[config.mk]
export PLATFORM = sky130hd
export DESIGN_NAME = rlp_stream_decoder
export DESIGN_NICKNAME = d
export VERILOG_FILES = /design/src/rtl/rlp_pkg.sv /design/src/rtl/rlp_out_fifo.sv /design/src/rtl/rlp_stack.sv /design/src/rtl/rlp_parse.sv /design/src/rtl/rlp_stream_decoder.sv
export VERILOG_INCLUDE_DIRS = /design/src /design/src/rtl
export SDC_FILE = /design/constraint.sdc
export NUM_CORES = 2
export LEC_CHECK = 0
export BUFFER_PORTS_ARGS = -buffer_cell sky130_fd_sc_hd__buf_2
export CORE_MARGIN = 4
export CORE_UTILIZATION = 50
export CTS_CLUSTER_DIAMETER = 100
export DETAILED_ROUTE_END_ITERATION = 8
export MAX_ROUTING_LAYER = met4
export PLACE_DENSITY = 0.68
export RECOVER_POWER = 25
export SYNTH_ARGS = -nofsm -noshare
export SYNTH_HDL_FRONTEND = slang
export SYNTH_HIERARCHICAL = 1
export SYNTH_SLANG_ARGS = --single-unit
[constraint.sdc]
create_clock -name clk -period 8.6 [get_ports clk]
set_clock_uncertainty 0.1 [all_clocks]
set_input_delay 0 -clock clk [delete_from_list [all_inputs] [get_ports clk]]
set_output_delay 0 -clock clk [all_outputs]
set_load 0.1 [all_outputs]
[src/rtl/assert_macros.svh]
// ----------------------------------------------------------------------------
// assert_macros.svh
// concurrent assertion helpers, compiled out for synthesis
// ----------------------------------------------------------------------------
`ifndef ASSERT_MACROS_SVH
`define ASSERT_MACROS_SVH

`ifndef SYNTHESIS

// expression holds on every clock edge out of reset
`define RLP_ASSERT(label, clk, rst, expr) \
  label: assert property (@(posedge clk) disable iff (rst) (expr)) \
    else $error("rlp assertion failed");

// same-cycle implication
`define RLP_ASSERT_IMP(label, clk, rst, ante, cons) \
  label: assert property (@(posedge clk) disable iff (rst) (ante) |-> (cons)) \
    else $error("rlp assertion failed");

// next-cycle implication
`define RLP_ASSERT_NXT(label, clk, rst, ante, cons) \
  label: assert property (@(posedge clk) disable iff (rst) (ante) |=> (cons)) \
    else $error("rlp assertion failed");

`else

`define RLP_ASSERT(label, clk, rst, expr)
`define RLP_ASSERT_IMP(label, clk, rst, ante, cons)
`define RLP_ASSERT_NXT(label, clk, rst, ante, cons)

`endif

`endif

[src/rtl/rlp_pkg.sv]
// ----------------------------------------------------------------------------
// rlp_pkg
// shared types and prefix constants of the rlp stream decoder
// ----------------------------------------------------------------------------
package rlp_pkg;

  // parser phase
  typedef enum logic [1:0] {
    PH_PREFIX,
    PH_LENGTH,
    PH_STRING
  } phase_t;

  // result kind
  typedef enum logic [1:0] {
    KIND_DATA,
    KIND_EMPTY,
    KIND_DONE,
    KIND_ERROR
  } kind_t;

  // error codes
  typedef enum logic [2:0] {
    ERR_NONE,
    ERR_NONCANON,
    ERR_OVERRUN,
    ERR_TRUNC,
    ERR_DEPTH
  } err_t;

  // prefix byte ranges
  localparam logic [7:0] SINGLE_MAX     = 8'h7f;
  localparam logic [7:0] STR_EMPTY      = 8'h80;
  localparam logic [7:0] STR_SHORT_MAX  = 8'hb7;
  localparam logic [7:0] STR_LONG_MAX   = 8'hbf;
  localparam logic [7:0] LIST_EMPTY     = 8'hc0;
  localparam logic [7:0] LIST_SHORT_MAX = 8'hf7;
  // shortest length that may use the long form
  localparam logic [7:0] SHORT_LIMIT    = 8'd56;

  // result queue
  localparam int OUT_DEPTH = 4;
  localparam int PTR_W     = 2;

  typedef struct packed {
    kind_t       kind;
    logic [7:0]  data;
    logic        first;
    logic        last;
    err_t        code;
    logic        run_last;
  } result_t;

  typedef struct packed {
    logic push;
    logic pop;
    logic clear;
  } stack_op_t;

endpackage

[src/rtl/rlp_out_fifo.sv]
// ----------------------------------------------------------------------------
// rlp_out_fifo
// small result queue, takes up to two results a cycle and gives one
// ----------------------------------------------------------------------------
`include "assert_macros.svh"

module rlp_out_fifo (
  input  logic             clk,
  input  logic             rst,
  input  logic             res0_valid,
  input  rlp_pkg::result_t res0,
  input  logic             res1_valid,
  input  rlp_pkg::result_t res1,
  output logic             space_ok,
  output logic             result_valid,
  input  logic             result_ready,
  output rlp_pkg::result_t head
);
  import rlp_pkg::*;

  result_t          store [OUT_DEPTH];
  logic [PTR_W-1:0] wr_ptr;
  logic [PTR_W-1:0] rd_ptr;
  logic [PTR_W:0]   count;
  logic [PTR_W:0]   count_next;
  logic [1:0]       wr_cnt;
  logic             rd;

  assign wr_cnt     = {1'b0, res0_valid} + {1'b0, res1_valid};
  assign rd         = result_valid && result_ready;
  assign count_next = count + {1'b0, wr_cnt} - {{PTR_W{1'b0}}, rd};

  assign result_valid = (count != '0);
  assign head         = store[rd_ptr];
  // room for the worst case of two results from the next request
  assign space_ok     = (count <= (PTR_W+1)'(OUT_DEPTH - 2));

  always_ff @(posedge clk) begin
    if (rst) begin
      wr_ptr <= '0;
      rd_ptr <= '0;
      count  <= '0;
    end else begin
      wr_ptr <= PTR_W'(wr_ptr + wr_cnt);
      rd_ptr <= PTR_W'(rd_ptr + {{(PTR_W-1){1'b0}}, rd});
      count  <= count_next;
    end
  end

  always_ff @(posedge clk) begin
    if (res0_valid) begin
      store[wr_ptr] <= res0;
    end
    if (res1_valid) begin
      store[PTR_W'(wr_ptr + 1'b1)] <= res1;
    end
  end

  `RLP_ASSERT(a_count_bound, clk, rst, count <= (PTR_W+1)'(OUT_DEPTH))
  `RLP_ASSERT(a_no_overflow, clk, rst, count_next <= (PTR_W+1)'(OUT_DEPTH))
  `RLP_ASSERT_IMP(a_second_needs_first, clk, rst, res1_valid, res0_valid)

endmodule

[src/rtl/rlp_stack.sv]
// ----------------------------------------------------------------------------
// rlp_stack
// list end stack: top entry in flops, lower entries in a synchronous memory
// ----------------------------------------------------------------------------
`include "assert_macros.svh"

module rlp_stack #(
  parameter int MAX_DEPTH = 16,
  parameter int LEN_BITS  = 32
) (
  input  logic                               clk,
  input  logic                               rst,
  input  rlp_pkg::stack_op_t                 op,
  input  logic [LEN_BITS-1:0]                push_end,
  output logic [$clog2(MAX_DEPTH+1)-1:0]     level,
  output logic [LEN_BITS-1:0]                top_end,
  output logic [$clog2(MAX_DEPTH+1)-1:0]     top_drop
);
  import rlp_pkg::*;

  localparam int LVL_W = $clog2(MAX_DEPTH + 1);
  localparam int AW    = (MAX_DEPTH > 1) ? $clog2(MAX_DEPTH) : 1;

  // drop: level left once this list closes, folds lists sharing one end
  typedef struct packed {
    logic [LVL_W-1:0]    drop;
    logic [LEN_BITS-1:0] lim;
  } entry_t;

  entry_t           mem [MAX_DEPTH];
  entry_t           top;
  entry_t           rd_data;
  entry_t           top_cur;
  entry_t           new_ent;
  logic             from_mem;
  logic             rd_en;
  logic             wr_en;
  logic [AW-1:0]    rd_addr;
  logic [AW-1:0]    wr_addr;

  // after a pop the new top arrives from the memory read port
  assign top_cur = from_mem ? rd_data : top;

  assign new_ent.lim  = push_end;
  assign new_ent.drop = (level != '0 && push_end == top_cur.lim) ? top_cur.drop : level;

  assign rd_en   = op.pop && !op.clear && (top_cur.drop != '0);
  assign rd_addr = AW'(top_cur.drop - 1'b1);
  assign wr_en   = op.push && !op.clear && (level != '0);
  assign wr_addr = AW'(level - 1'b1);

  assign top_end  = top_cur.lim;
  assign top_drop = top_cur.drop;

  always_ff @(posedge clk) begin
    if (rst) begin
      level    <= '0;
      from_mem <= 1'b0;
    end else begin
      from_mem <= rd_en;
      if (op.clear) begin
        level <= '0;
      end else if (op.push) begin
        level <= LVL_W'(level + 1'b1);
      end else if (op.pop) begin
        level <= top_cur.drop;
      end
    end
  end

  always_ff @(posedge clk) begin
    if (op.push) begin
      top <= new_ent;
    end else begin
      top <= top_cur;
    end
  end

  always_ff @(posedge clk) begin
    if (wr_en) begin
      mem[wr_addr] <= top_cur;
    end
    if (rd_en) begin
      rd_data <= mem[rd_addr];
    end
  end

  `RLP_ASSERT(a_push_pop_excl, clk, rst, !(op.push && op.pop))
  `RLP_ASSERT_IMP(a_push_room, clk, rst, op.push && !op.clear, level < LVL_W'(MAX_DEPTH))
  `RLP_ASSERT_IMP(a_pop_below, clk, rst, op.pop && !op.clear, level != '0 && top_cur.drop < level)
  `RLP_ASSERT_NXT(a_pop_level, clk, rst, op.pop && !op.clear, level == $past(top_cur.drop))

endmodule

[src/rtl/rlp_parse.sv]
// ----------------------------------------------------------------------------
// rlp_parse
// per-byte prefix, length and payload decode with list end checks
// ----------------------------------------------------------------------------
`include "assert_macros.svh"

module rlp_parse #(
  parameter int MAX_DEPTH = 16,
  parameter int LEN_BITS  = 32
) (
  input  logic                           clk,
  input  logic                           rst,
  input  logic                           fire,
  input  logic [7:0]                     in_byte,
  input  logic                           message_last,
  input  logic [$clog2(MAX_DEPTH+1)-1:0] level,
  input  logic [LEN_BITS-1:0]            top_end,
  input  logic [$clog2(MAX_DEPTH+1)-1:0] top_drop,
  output rlp_pkg::stack_op_t             op,
  output logic [LEN_BITS-1:0]            push_end,
  output logic                           res0_valid,
  output rlp_pkg::result_t               res0,
  output logic                           res1_valid,
  output rlp_pkg::result_t               res1
);
  import rlp_pkg::*;

  localparam int LVL_W = $clog2(MAX_DEPTH + 1);
  localparam logic [LEN_BITS-1:0] LEN_MAX = {LEN_BITS{1'b1}};

  phase_t              phase, phase_next;
  logic [LEN_BITS-1:0] offset, offset_next;
  logic [3:0]          len_left, len_left_next;
  logic [LEN_BITS-1:0] acc, acc_next;
  logic                is_list, is_list_next;
  logic [LEN_BITS-1:0] str_left, str_left_next;
  logic                str_first, str_first_next;
  logic                str_single, str_single_next;
  logic                finished, finished_next;

  logic [LEN_BITS-1:0] pos;
  logic [LEN_BITS-1:0] limit;
  logic [LEN_BITS-1:0] room;
  logic [LEN_BITS-1:0] acc_new;
  logic [LEN_BITS-1:0] item_len;
  logic                at_end;
  logic                take;
  logic                want_open;
  logic                open_is_list;
  logic                done;
  logic                completion;
  logic                fail;
  err_t                fail_code;
  logic                emit_data;
  logic                emit_empty;
  logic                d_first;
  logic                d_last;
  logic                trunc;
  logic                has_p;
  logic                has_q;
  result_t             res_p;
  result_t             res_q;

  always_ff @(posedge clk) begin
    if (rst) begin
      phase      <= PH_PREFIX;
      offset     <= '0;
      len_left   <= '0;
      acc        <= '0;
      is_list    <= 1'b0;
      str_left   <= '0;
      str_first  <= 1'b0;
      str_single <= 1'b0;
      finished   <= 1'b0;
    end else begin
      phase      <= phase_next;
      offset     <= offset_next;
      len_left   <= len_left_next;
      acc        <= acc_next;
      is_list    <= is_list_next;
      str_left   <= str_left_next;
      str_first  <= str_first_next;
      str_single <= str_single_next;
      finished   <= finished_next;
    end
  end

  always_comb begin
    phase_next      = phase;
    offset_next     = offset;
    len_left_next   = len_left;
    acc_next        = acc;
    is_list_next    = is_list;
    str_left_next   = str_left;
    str_first_next  = str_first;
    str_single_next = str_single;

    pos      = LEN_BITS'(offset + 1'b1);
    limit    = (level == '0) ? LEN_MAX : top_end;
    room     = limit - pos;
    at_end   = (level != '0) && (top_end == pos);
    acc_new  = LEN_BITS'({acc, in_byte});
    item_len = '0;

    take         = fire && !finished;
    want_open    = 1'b0;
    open_is_list = 1'b0;
    done         = 1'b0;
    completion   = 1'b0;
    fail         = 1'b0;
    fail_code    = ERR_NONE;
    emit_data    = 1'b0;
    emit_empty   = 1'b0;
    d_first      = 1'b0;
    d_last       = 1'b0;
    op           = '0;
    push_end     = LEN_BITS'(pos + item_len);

    if (take) begin
      offset_next = pos;
      case (phase)
        PH_PREFIX: begin
          if (in_byte <= SINGLE_MAX) begin
            emit_data = 1'b1;
            d_first   = 1'b1;
            d_last    = 1'b1;
            done      = 1'b1;
          end else if (in_byte == STR_EMPTY) begin
            emit_empty = 1'b1;
            done       = 1'b1;
          end else if (in_byte <= STR_SHORT_MAX) begin
            want_open = 1'b1;
            item_len  = LEN_BITS'(in_byte - STR_EMPTY);
          end else if (in_byte <= STR_LONG_MAX) begin
            phase_next    = PH_LENGTH;
            len_left_next = 4'(in_byte - STR_SHORT_MAX);
            is_list_next  = 1'b0;
            acc_next      = '0;
          end else if (in_byte == LIST_EMPTY) begin
            done = 1'b1;
          end else if (in_byte <= LIST_SHORT_MAX) begin
            want_open    = 1'b1;
            open_is_list = 1'b1;
            item_len     = LEN_BITS'(in_byte - LIST_EMPTY);
          end else begin
            phase_next    = PH_LENGTH;
            len_left_next = 4'(in_byte - LIST_SHORT_MAX);
            is_list_next  = 1'b1;
            acc_next      = '0;
          end
        end
        PH_LENGTH: begin
          if (offset >= limit) begin
            fail      = 1'b1;
            fail_code = ERR_OVERRUN;
          end else if (acc == '0 && in_byte == 8'h00) begin
            fail      = 1'b1;
            fail_code = ERR_NONCANON;
          end else if ((acc >> (LEN_BITS - 8)) != '0) begin
            fail      = 1'b1;
            fail_code = ERR_OVERRUN;
          end else begin
            acc_next = acc_new;
            if (len_left != '0) begin
              len_left_next = len_left - 1'b1;
            end
            if (len_left <= 4'd1) begin
              if (acc_new < LEN_BITS'(SHORT_LIMIT)) begin
                fail      = 1'b1;
                fail_code = ERR_NONCANON;
              end else begin
                want_open    = 1'b1;
                open_is_list = is_list;
                item_len     = acc_new;
              end
            end
          end
        end
        PH_STRING: begin
          if (str_first && str_single && in_byte < STR_EMPTY) begin
            fail      = 1'b1;
            fail_code = ERR_NONCANON;
          end else begin
            emit_data      = 1'b1;
            d_first        = str_first;
            d_last         = (str_left <= LEN_BITS'(1));
            str_first_next = 1'b0;
            if (str_left != '0) begin
              str_left_next = str_left - 1'b1;
            end
            if (str_left <= LEN_BITS'(1)) begin
              done = 1'b1;
            end
          end
        end
        default: begin
        end
      endcase

      // string or list start: bound by the enclosing list end
      if (want_open) begin
        push_end = LEN_BITS'(pos + item_len);
        if (item_len > room) begin
          fail      = 1'b1;
          fail_code = ERR_OVERRUN;
        end else if (open_is_list) begin
          if (level >= LVL_W'(MAX_DEPTH)) begin
            fail      = 1'b1;
            fail_code = ERR_DEPTH;
          end else begin
            op.push    = 1'b1;
            phase_next = PH_PREFIX;
          end
        end else begin
          phase_next      = PH_STRING;
          str_left_next   = item_len;
          acc_next        = item_len;
          str_first_next  = 1'b1;
          str_single_next = (item_len == LEN_BITS'(1));
        end
      end

      // item closed: pop every list ending here in one step
      if (done) begin
        phase_next = PH_PREFIX;
        op.pop     = at_end;
        completion = at_end ? (top_drop == '0) : (level == '0);
      end
    end

    trunc         = fire && message_last && !finished && !fail && !completion;
    finished_next = finished || fail || completion;

    // last byte of the message: back to the reset state
    if (fire && message_last) begin
      op.clear        = 1'b1;
      phase_next      = PH_PREFIX;
      offset_next     = '0;
      len_left_next   = '0;
      acc_next        = '0;
      is_list_next    = 1'b0;
      str_left_next   = '0;
      str_first_next  = 1'b0;
      str_single_next = 1'b0;
      finished_next   = 1'b0;
    end

    has_p          = emit_data || emit_empty;
    res_p.kind     = emit_data ? KIND_DATA : KIND_EMPTY;
    res_p.data     = emit_data ? in_byte : 8'h00;
    res_p.first    = d_first;
    res_p.last     = d_last;
    res_p.code     = ERR_NONE;
    res_p.run_last = 1'b0;

    has_q          = fail || completion || trunc;
    res_q.kind     = completion ? KIND_DONE : KIND_ERROR;
    res_q.data     = 8'h00;
    res_q.first    = 1'b0;
    res_q.last     = 1'b0;
    res_q.code     = fail ? fail_code : (completion ? ERR_NONE : ERR_TRUNC);
    res_q.run_last = 1'b1;

    res0_valid     = has_p || has_q;
    res0           = has_p ? res_p : res_q;
    res0.run_last  = !(has_p && has_q);
    res1_valid     = has_p && has_q;
    res1           = res_q;
  end

  `RLP_ASSERT_IMP(a_str_live, clk, rst, phase == PH_STRING && !finished, str_left != '0)
  `RLP_ASSERT_IMP(a_len_live, clk, rst, phase == PH_LENGTH && !finished, len_left != '0)
  `RLP_ASSERT_NXT(a_msg_restart, clk, rst, fire && message_last, offset == '0 && !finished && phase == PH_PREFIX)

endmodule

[src/rtl/rlp_stream_decoder.sv]
// ----------------------------------------------------------------------------
// rlp_stream_decoder
// streaming recursive-length-prefix decoder with flattened list output
//
// byte channel: byte_valid/byte_ready carry one raw message byte per request,
// message_last marks the final byte; the decoder restarts after it
// result channel: result_valid/result_ready carry one result per request,
// data bytes of each string item (first/last marked), empty strings, one
// completion for the top-level item, or an error that ends the message;
// run_last flags the last result caused by a byte
// results of a byte are registered in the result queue before they are offered
// throughput: one byte per cycle while byte_ready is high; a byte giving two
// results hands them out one at a time through the single output port of the queue
// the list end stack keeps its top in flops and lower levels in a memory
// with a registered read port; a pop reads the next level, which is used
// straight from the read port and then held in the top entry
// reset: synchronous, clears parser state, the stack level and the result queue, no sweep
// stall: a four-entry result queue keeps taking bytes while at most two
// results wait; byte_ready drops only when the queue cannot take two more
// bytes after the top-level item or an error produce nothing until the
// byte marked message_last
// ----------------------------------------------------------------------------
module rlp_stream_decoder #(
  parameter int MAX_DEPTH = 16,
  parameter int LEN_BITS  = 32
) (
  input  logic       clk,
  input  logic       rst,
  input  logic       byte_valid,
  output logic       byte_ready,
  input  logic [7:0] in_byte,
  input  logic       message_last,
  output logic       result_valid,
  input  logic       result_ready,
  output logic [1:0] result_kind,
  output logic [7:0] data_byte,
  output logic       item_first,
  output logic       item_last,
  output logic [2:0] error_code,
  output logic       run_last
);
  import rlp_pkg::*;

  localparam int LVL_W = $clog2(MAX_DEPTH + 1);

  logic                fire;
  stack_op_t           op;
  logic [LEN_BITS-1:0] push_end;
  logic [LVL_W-1:0]    level;
  logic [LEN_BITS-1:0] top_end;
  logic [LVL_W-1:0]    top_drop;
  logic                res0_valid;
  logic                res1_valid;
  result_t             res0;
  result_t             res1;
  result_t             head;

  // byte request taken
  assign fire = byte_valid && byte_ready;

  rlp_parse #(
    .MAX_DEPTH (MAX_DEPTH),
    .LEN_BITS  (LEN_BITS)
  ) u_parse (
    .clk          (clk),
    .rst          (rst),
    .fire         (fire),
    .in_byte      (in_byte),
    .message_last (message_last),
    .level        (level),
    .top_end      (top_end),
    .top_drop     (top_drop),
    .op           (op),
    .push_end     (push_end),
    .res0_valid   (res0_valid),
    .res0         (res0),
    .res1_valid   (res1_valid),
    .res1         (res1)
  );

  // open list ends, read-modify-write through the top entry
  rlp_stack #(
    .MAX_DEPTH (MAX_DEPTH),
    .LEN_BITS  (LEN_BITS)
  ) u_stack (
    .clk      (clk),
    .rst      (rst),
    .op       (op),
    .push_end (push_end),
    .level    (level),
    .top_end  (top_end),
    .top_drop (top_drop)
  );

  // result queue doubles as the output register
  rlp_out_fifo u_out (
    .clk          (clk),
    .rst          (rst),
    .res0_valid   (res0_valid),
    .res0         (res0),
    .res1_valid   (res1_valid),
    .res1         (res1),
    .space_ok     (byte_ready),
    .result_valid (result_valid),
    .result_ready (result_ready),
    .head         (head)
  );

  // unpack the head result onto the field ports
  assign result_kind = head.kind;
  assign data_byte   = head.data;
  assign item_first  = head.first;
  assign item_last   = head.last;
  assign error_code  = head.code;
  assign run_last    = head.run_last;

endmodule
* Word-level counts from Yosys, hierarchy flattened *
Memories as Yosys holds them, arrays and structs flattened. A register that Yosys moved wholly into a read port is not among the register bits.
Index checks and enable logic that the tools add are counted.

cells by class
  $add $sub $neg = 18
  reductions and logical operators = 46
  magnitude comparators = 12
  equal/unequal tests = 18
  mux-type cells = 164
  bitwise logic cells = 5

operators with widths
  operator               count
  $mux 32                33
  $pmux 32 s2            2
  $mux 1                 78
  $mux 37                2
  $eq 32x32->1           2
  $reduce_bool 32->1     2
  $mux 4                 10
  $add 32x1->32 const B  1
  $add 32x32->32         1
  $eq 32x1->1 const B    1
  $ge 32x32->1           1
  $gt 32x32->1           1
  $le 32x1->1 const B    1
  $logic_not 32->1       1
  $lt 32x6->1 const B    1
  $sub 32x1->32 const B  1
  $sub 32x32->32         1
  $mux 2                 15
  $mux 3                 10
  $le 8x8->1 const B     3
  $sub 8x8->9 const B    2
  $logic_and 1x1->1      17
  $eq 8x8->1 const B     2
  $mux 16                1
  38 further kinds       74

storage, ports and cells
  memory bits (writable) = 656
  flip-flop bits (word level) = 156
  memories kept = 2
  output and inout port bits = 18
  logic and storage cells = 281

memory list
  name         depth  bits a word  rd ports  clocked after memory_dff  write ports  line                text
  u_stack.mem  16     37           1         1                         1            rlp_stack.sv:30     entry_t mem [MAX_DEPTH];
  u_out.store  4      16           1         1                         2            rlp_out_fifo.sv:21  result_t store [OUT_DEPTH];

* Longest topological paths before layout *
  depth after elaboration = 21
  mapped depth = 38
  gate-level depth less buffers = 36

* Modules after synthesis *
The synthesis kept the hierarchy.

modules (own cells, without submodules)
  module              area each (µm²)  times used  cells each  sequential area each (µm²)
  rlp_stack           26,161.3         1           1,235       19,748.9
  rlp_parse           12,623.4         1           1,741       2,122.0
  rlp_out_fifo        3,533.4          1           197         2,062.0
  rlp_stream_decoder  6.3              1           1           0.0

* Least setup slack after synthesis *
No wires, ideal clock.

  kind = flip-flop to flip-flop
  start = register u_stack.level[4]
  end = memory u_stack/mem[9][0] (netlist bit) (enable)
  clock period less this slack = 8,497 ps
  arrival time = 7,965 ps
  stages on the path, launching flop included = 32
  slack = 103 ps
  library setup time = 431 ps
  path through = dfxtp_1 > clkbuf_1 > nor2_1 > clkbuf_1 > clkbuf_1 > or2_2 > inv_1 > ha_1 > inv_1 > fa_1 > a21o_1 > a21oi_1 > o21a_1 > nor3_1 > a2111oi_0 > o31ai_1 > o41ai_1 > o211ai_1 > o41ai_1 > xor2_1 > ha_1 > nand2_1 > or4_1 > nor3_1 > nand2_1 > o41ai_1 > nand2_1 > nor3_1 > clkbuf_1 > nor3b_1 > nand2_1 > nor2_1

RTL lines
  item                      line             text
  start: declaration        rlp_stack.sv:15  output logic [$clog2(MAX_DEPTH+1)-1:0] level,
  start signal: assignment  rlp_stack.sv:64  level <= LVL_W'(level + 1'b1);
  start signal: assignment  rlp_stack.sv:66  level <= top_cur.drop;
  end: declaration          rlp_stack.sv:30

* Final worst setup path *
  start = register u_stack.level[1]
  end = register u_stack/top[34] (netlist bit)

between the ends
  cells in the longest elaborated chain, start to end = 13
  elaborated cells on any way between the ends = 28
  classes of those cells = add/sub (2); order compare (3); eq/ne (1); mux (19); reduce/logical (3)

RTL lines
  item                    line                      text
  $logic_not 5->1 *       rlp_parse.sv:99           limit = (level == '0) ? LEN_MAX : top_end;
  $mux 32 *               rlp_parse.sv:99
  $ge 32x32->1 *          rlp_parse.sv:153          if (offset >= limit) begin
  $mux 32                 rlp_parse.sv:153
  $pmux 32 s2             rlp_parse.sv:121          case (phase)
  $mux 32                 rlp_parse.sv:119          if (take) begin
  $add 32x32->32          rlp_parse.sv:202          push_end = LEN_BITS'(pos + item_len);
  $mux 32 *               rlp_parse.sv:201          if (want_open) begin
  $mux 32 *               rlp_parse.sv:119
  via push_end[30]        rlp_stream_decoder.sv:48  logic [LEN_BITS-1:0] push_end;
  $eq 32x32->1 *          rlp_stack.sv:45           assign new_ent.drop = (level != '0 && push_end == top_cur.lim) ? top_cur.drop : level;
  $logic_and 1x1->1 *     rlp_stack.sv:45
  $mux 5 *                rlp_stack.sv:45
  $mux 37 *               rlp_stack.sv:72           if (op.push) begin
  end signal: assignment  rlp_stack.sv:73           top <= new_ent;
  end signal: assignment  rlp_stack.sv:75           top <= top_cur;
  end: declaration        rlp_stack.sv:31           entry_t top;

The timed path passes the listed nets; every way through them passes the cells marked *. The select of a mux whose other input is x is not followed.
A chain may end at the register's enable or synchronous reset.

==> flow_metrics.tcl <==
set metrics [dict create \
    start_kind "register" \
    drv_cap 0 \
    finalMaxSlewViolations 0 \
    yosysSeqAreaShare 0.565 \
    synth_edf_count 693 \
    status "completed" \
    startpoint "u_stack/level[1]" \
    clock_sinks 849 \
    report.final.setup_viol 0 \
    yosysTopAreaCell "edfxtp_1" \
    synth_flop_cell "edfxtp_1" \
    clk_latency_ns 0.67 \
    cts_root_buf "clkbuf_16" \
    worstHoldPathCells 3 \
    die_area_mm2 0.0894 \
    yosysUniqueCellTypes 96 \
    hold_violations 0 \
    drt_first_pass_iters 5 \
    h-tree-depth 3 \
    cpPeakStageDelay_ns 0.60 \
    drc 0 \
    syn-cell-area_mm2 0.0423 \
    grt_pass1_vias 28200 \
    r2r_cells 30 \
    hp-start "rst" \
    die_width_um 299 \
    start_util 0.505 \
    placed_area_mm2 0.0452 \
    async_flop_share 0 \
    syn-mean-instance-area_um2 13.3 \
    grt_max_degree 103 \
    overflow 0 \
    wl_mm 119 \
    synth_area_leaders "edfxtp_1 (49%), mux4_2 (8.7%), dfxtp_1 (7.4%)" \
    io_pins 31 \
    final_common_cell "edfxtp_1" \
    slowest_stage "or4_1" \
    min_to "u_out/count[1]" \
    reg2reg_to "u_stack/top[34]" \
    finalInstanceArea_mm2 0.0484 \
    r2r_setup_slack_ns 0.37 \
    slew-limit-headroom 0.247 \
    routed-via-count 28000 \
    critPathMaxFanout 23 \
    layout_common_cells "edfxtp_1 (693), a21oi_1 (195), nor2_1 (180)" \
    hold_path_class "input port to register" \
    powerDensity_mw_per_mm2 228 \
    drt-initial-drc-count 2578 \
    synth_top_area_frac 0.492 \
    grtUsageMet1 0.370 \
    cts_tree "built" \
    drtAntennaViolNets 0 \
    clk_pin_slew_ns 0.07 \
    avgViaCountPerCell 6.13 \
    cts_max_path_buffers 3 \
    peakVddDrop_uv 172 \
    numCtsBuffers 88 \
    io_buffers 30 \
    synth_cells 3174 \
    endpoint_kind "register" \
    fin_nets 3536 \
    antenna_found_initial 3 \
    tightest_slew_ns 1.13 \
    p_leak_nw 18.1 \
    gr-usage-met3 0.0344 \
    fin_crit_sh 0.957 \
    busiest_layer "met2" \
    area_delta_synth_final_pct 14.3 \
    place.gp.congestion 0.988 \
    row_count 106 \
    ys_ff_latch 849 \
    place_hpwl_mm 80.9 \
    crit_type "register to register" \
    grt_usage 0.273 \
    arrival_ns 8.69 \
    final_layout_size_suffix_gt1_frac 0.220 \
    die_h_um 299 \
    n_fill_cell 6665 \
    post-route-min-period_ns 8.23 \
    yosys_warnings 6 \
    power.total_mw 11.0 \
    grt_first_pass_wirelength_mm 180 \
    required_ns 9.06 \
    coreArea_mm2 0.0838 \
    use_met2 0.439 \
    routedWlPerCell_um 26.1 \
    worstReg2RegStart "u_stack/level[1]" \
    max_freq_mhz 122 \
]
kinds of logic after synthesis:
group                    Yosys count  share of synthesized area
other                              2                   0.000177
AND/OR/NAND/NOR                  750                     0.0932
AO/OA/AOI/OAI                    613                     0.0936
buffers and inverters            287                     0.0292
multiplexers                     342                      0.134
XOR/XNOR                         174                     0.0377
flip-flops                       849                      0.565
adder cells (fa/ha/maj)          157                     0.0469
stage by stage:
| step | hold slack (ns) | worst slack, ns | cells | TNS, ns | util |
|---|---|---|---|---|---|
| detailed placement | 0.265 | -0.0282 | 4397 | -0.0783 | 0.540 |
| global placement | 0.248 | 0.0906 | 4397 | 0 | 0.540 |
| floorplan | -0.0333 | 0.103 | 3184 | 0 | - |
| global route | 0.182 | -0.0487 | 4573 | -0.131 | 0.577 |
| finish | 0.149 | 0.371 | 4574 | 0 | 0.577 |
| CTS | 0.117 | 0.0931 | 4572 | 0 | 0.576 |
worst max path at each step:
stage                        endpoint  cells past startpoint
finish                u_stack/top[34]                     30
global placement      u_stack/top[34]                     32
detailed placement    u_stack/top[35]                     32
global route           u_out/count[2]                     35
floorplan           u_stack/mem[9][0]                     31
CTS                   u_stack/top[35]                     32
critical path, delay by kind of cell (launching register included):
kind,cells,cell delay [ns]
AOI/OAI and AO/OA,12,3.55
and+or+nand+nor,10,2.40
buffers and inverters,4,0.71
adders and majority gates,2,0.49
muxes,1,0.39
DFF,1,0.31
xor gates and xnor gates,1,0.17
report_power, final:
part / switching [mW] / internal, mW
clock: 1.63 / 2.20
combinational: 1.54 / 0.978
sequential: 0.0672 / 4.61
total: 3.24 / 7.79
Yosys cell counts, types with 9 or more instances:
cell       number
mux2_2        130
edfxtp_1      693
nor2b_1        59
o22ai_1        11
ha_1          154
inv_1         123
nor4_1         32
nor2_1        197
nand3b_1       10
a221oi_1       11
a2111oi_0       9
buf_4          20
nor3_1         50
xnor2_1        83
mux2i_1        44
dfxtp_1       156
a21o_1         39
buf_2          31
a22oi_1        24
nand2_1       115
mux4_2        164
or3_1          28
and2_1         24
nand3_1        58
o21ai_0       116
o21ai_1        12
o21a_1         12
clkbuf_1      103
nor3b_1        10
or4_1          10
a22o_1         25
a31oi_1        13
a211oi_1       53
a21oi_1       197
o211ai_1        9
nand2b_1       17
or2_2          33
and3_1         38
xor2_1         86
nand4_1        39
layout make-up:
type	instances	area, µm²	share of cell area
diodes	1	2.50	0.0000517
clock buffers	113	2390	0.0493
clock inverters	50	553	0.0114
inverters	123	462	0.00955
multi-input cells	2048	17500	0.362
flip-flops and latches	849	23900	0.495
well taps	1134	1420	0.0293
repair buffers	256	2100	0.0435
routing by layer:
metal | share of wire | wire length (µm)
met2 | 0.49 | 58100
met1 | 0.43 | 51200
met5 | 0 | 0
met3 | 0.058 | 6980
met4 | 0.026 | 3160
state kept, by name, summed over array words and instances (netlist names):
register,flops
u_stack/mem,592
u_out/store,64
u_stack/rd_data,37
u_stack/top,37
u_parse/acc,32
u_parse/offset,32
u_parse/str_left,32
u_stack/level,5
u_parse/len_left,4
u_out/count,3
u_out/rd_ptr,2
u_out/wr_ptr,2
u_parse/phase,2
u_parse/finished,1
u_parse/is_list,1
u_parse/str_first,1
u_parse/str_single,1
u_stack/from_mem,1
timing repair:
| action | CTS | global route |
|---|---|---|
| setup buffers | 0 | 1 |
| endpoints found under the hold margin | 64 | 0 |
| gates resized for setup | 1 | 24 |
| pin swaps | 0 | 2 |
| hold buffers | 12 | 0 |
| endpoints found under the setup margin | 4 | 569 |
Power figures use the tool's default switching activity.
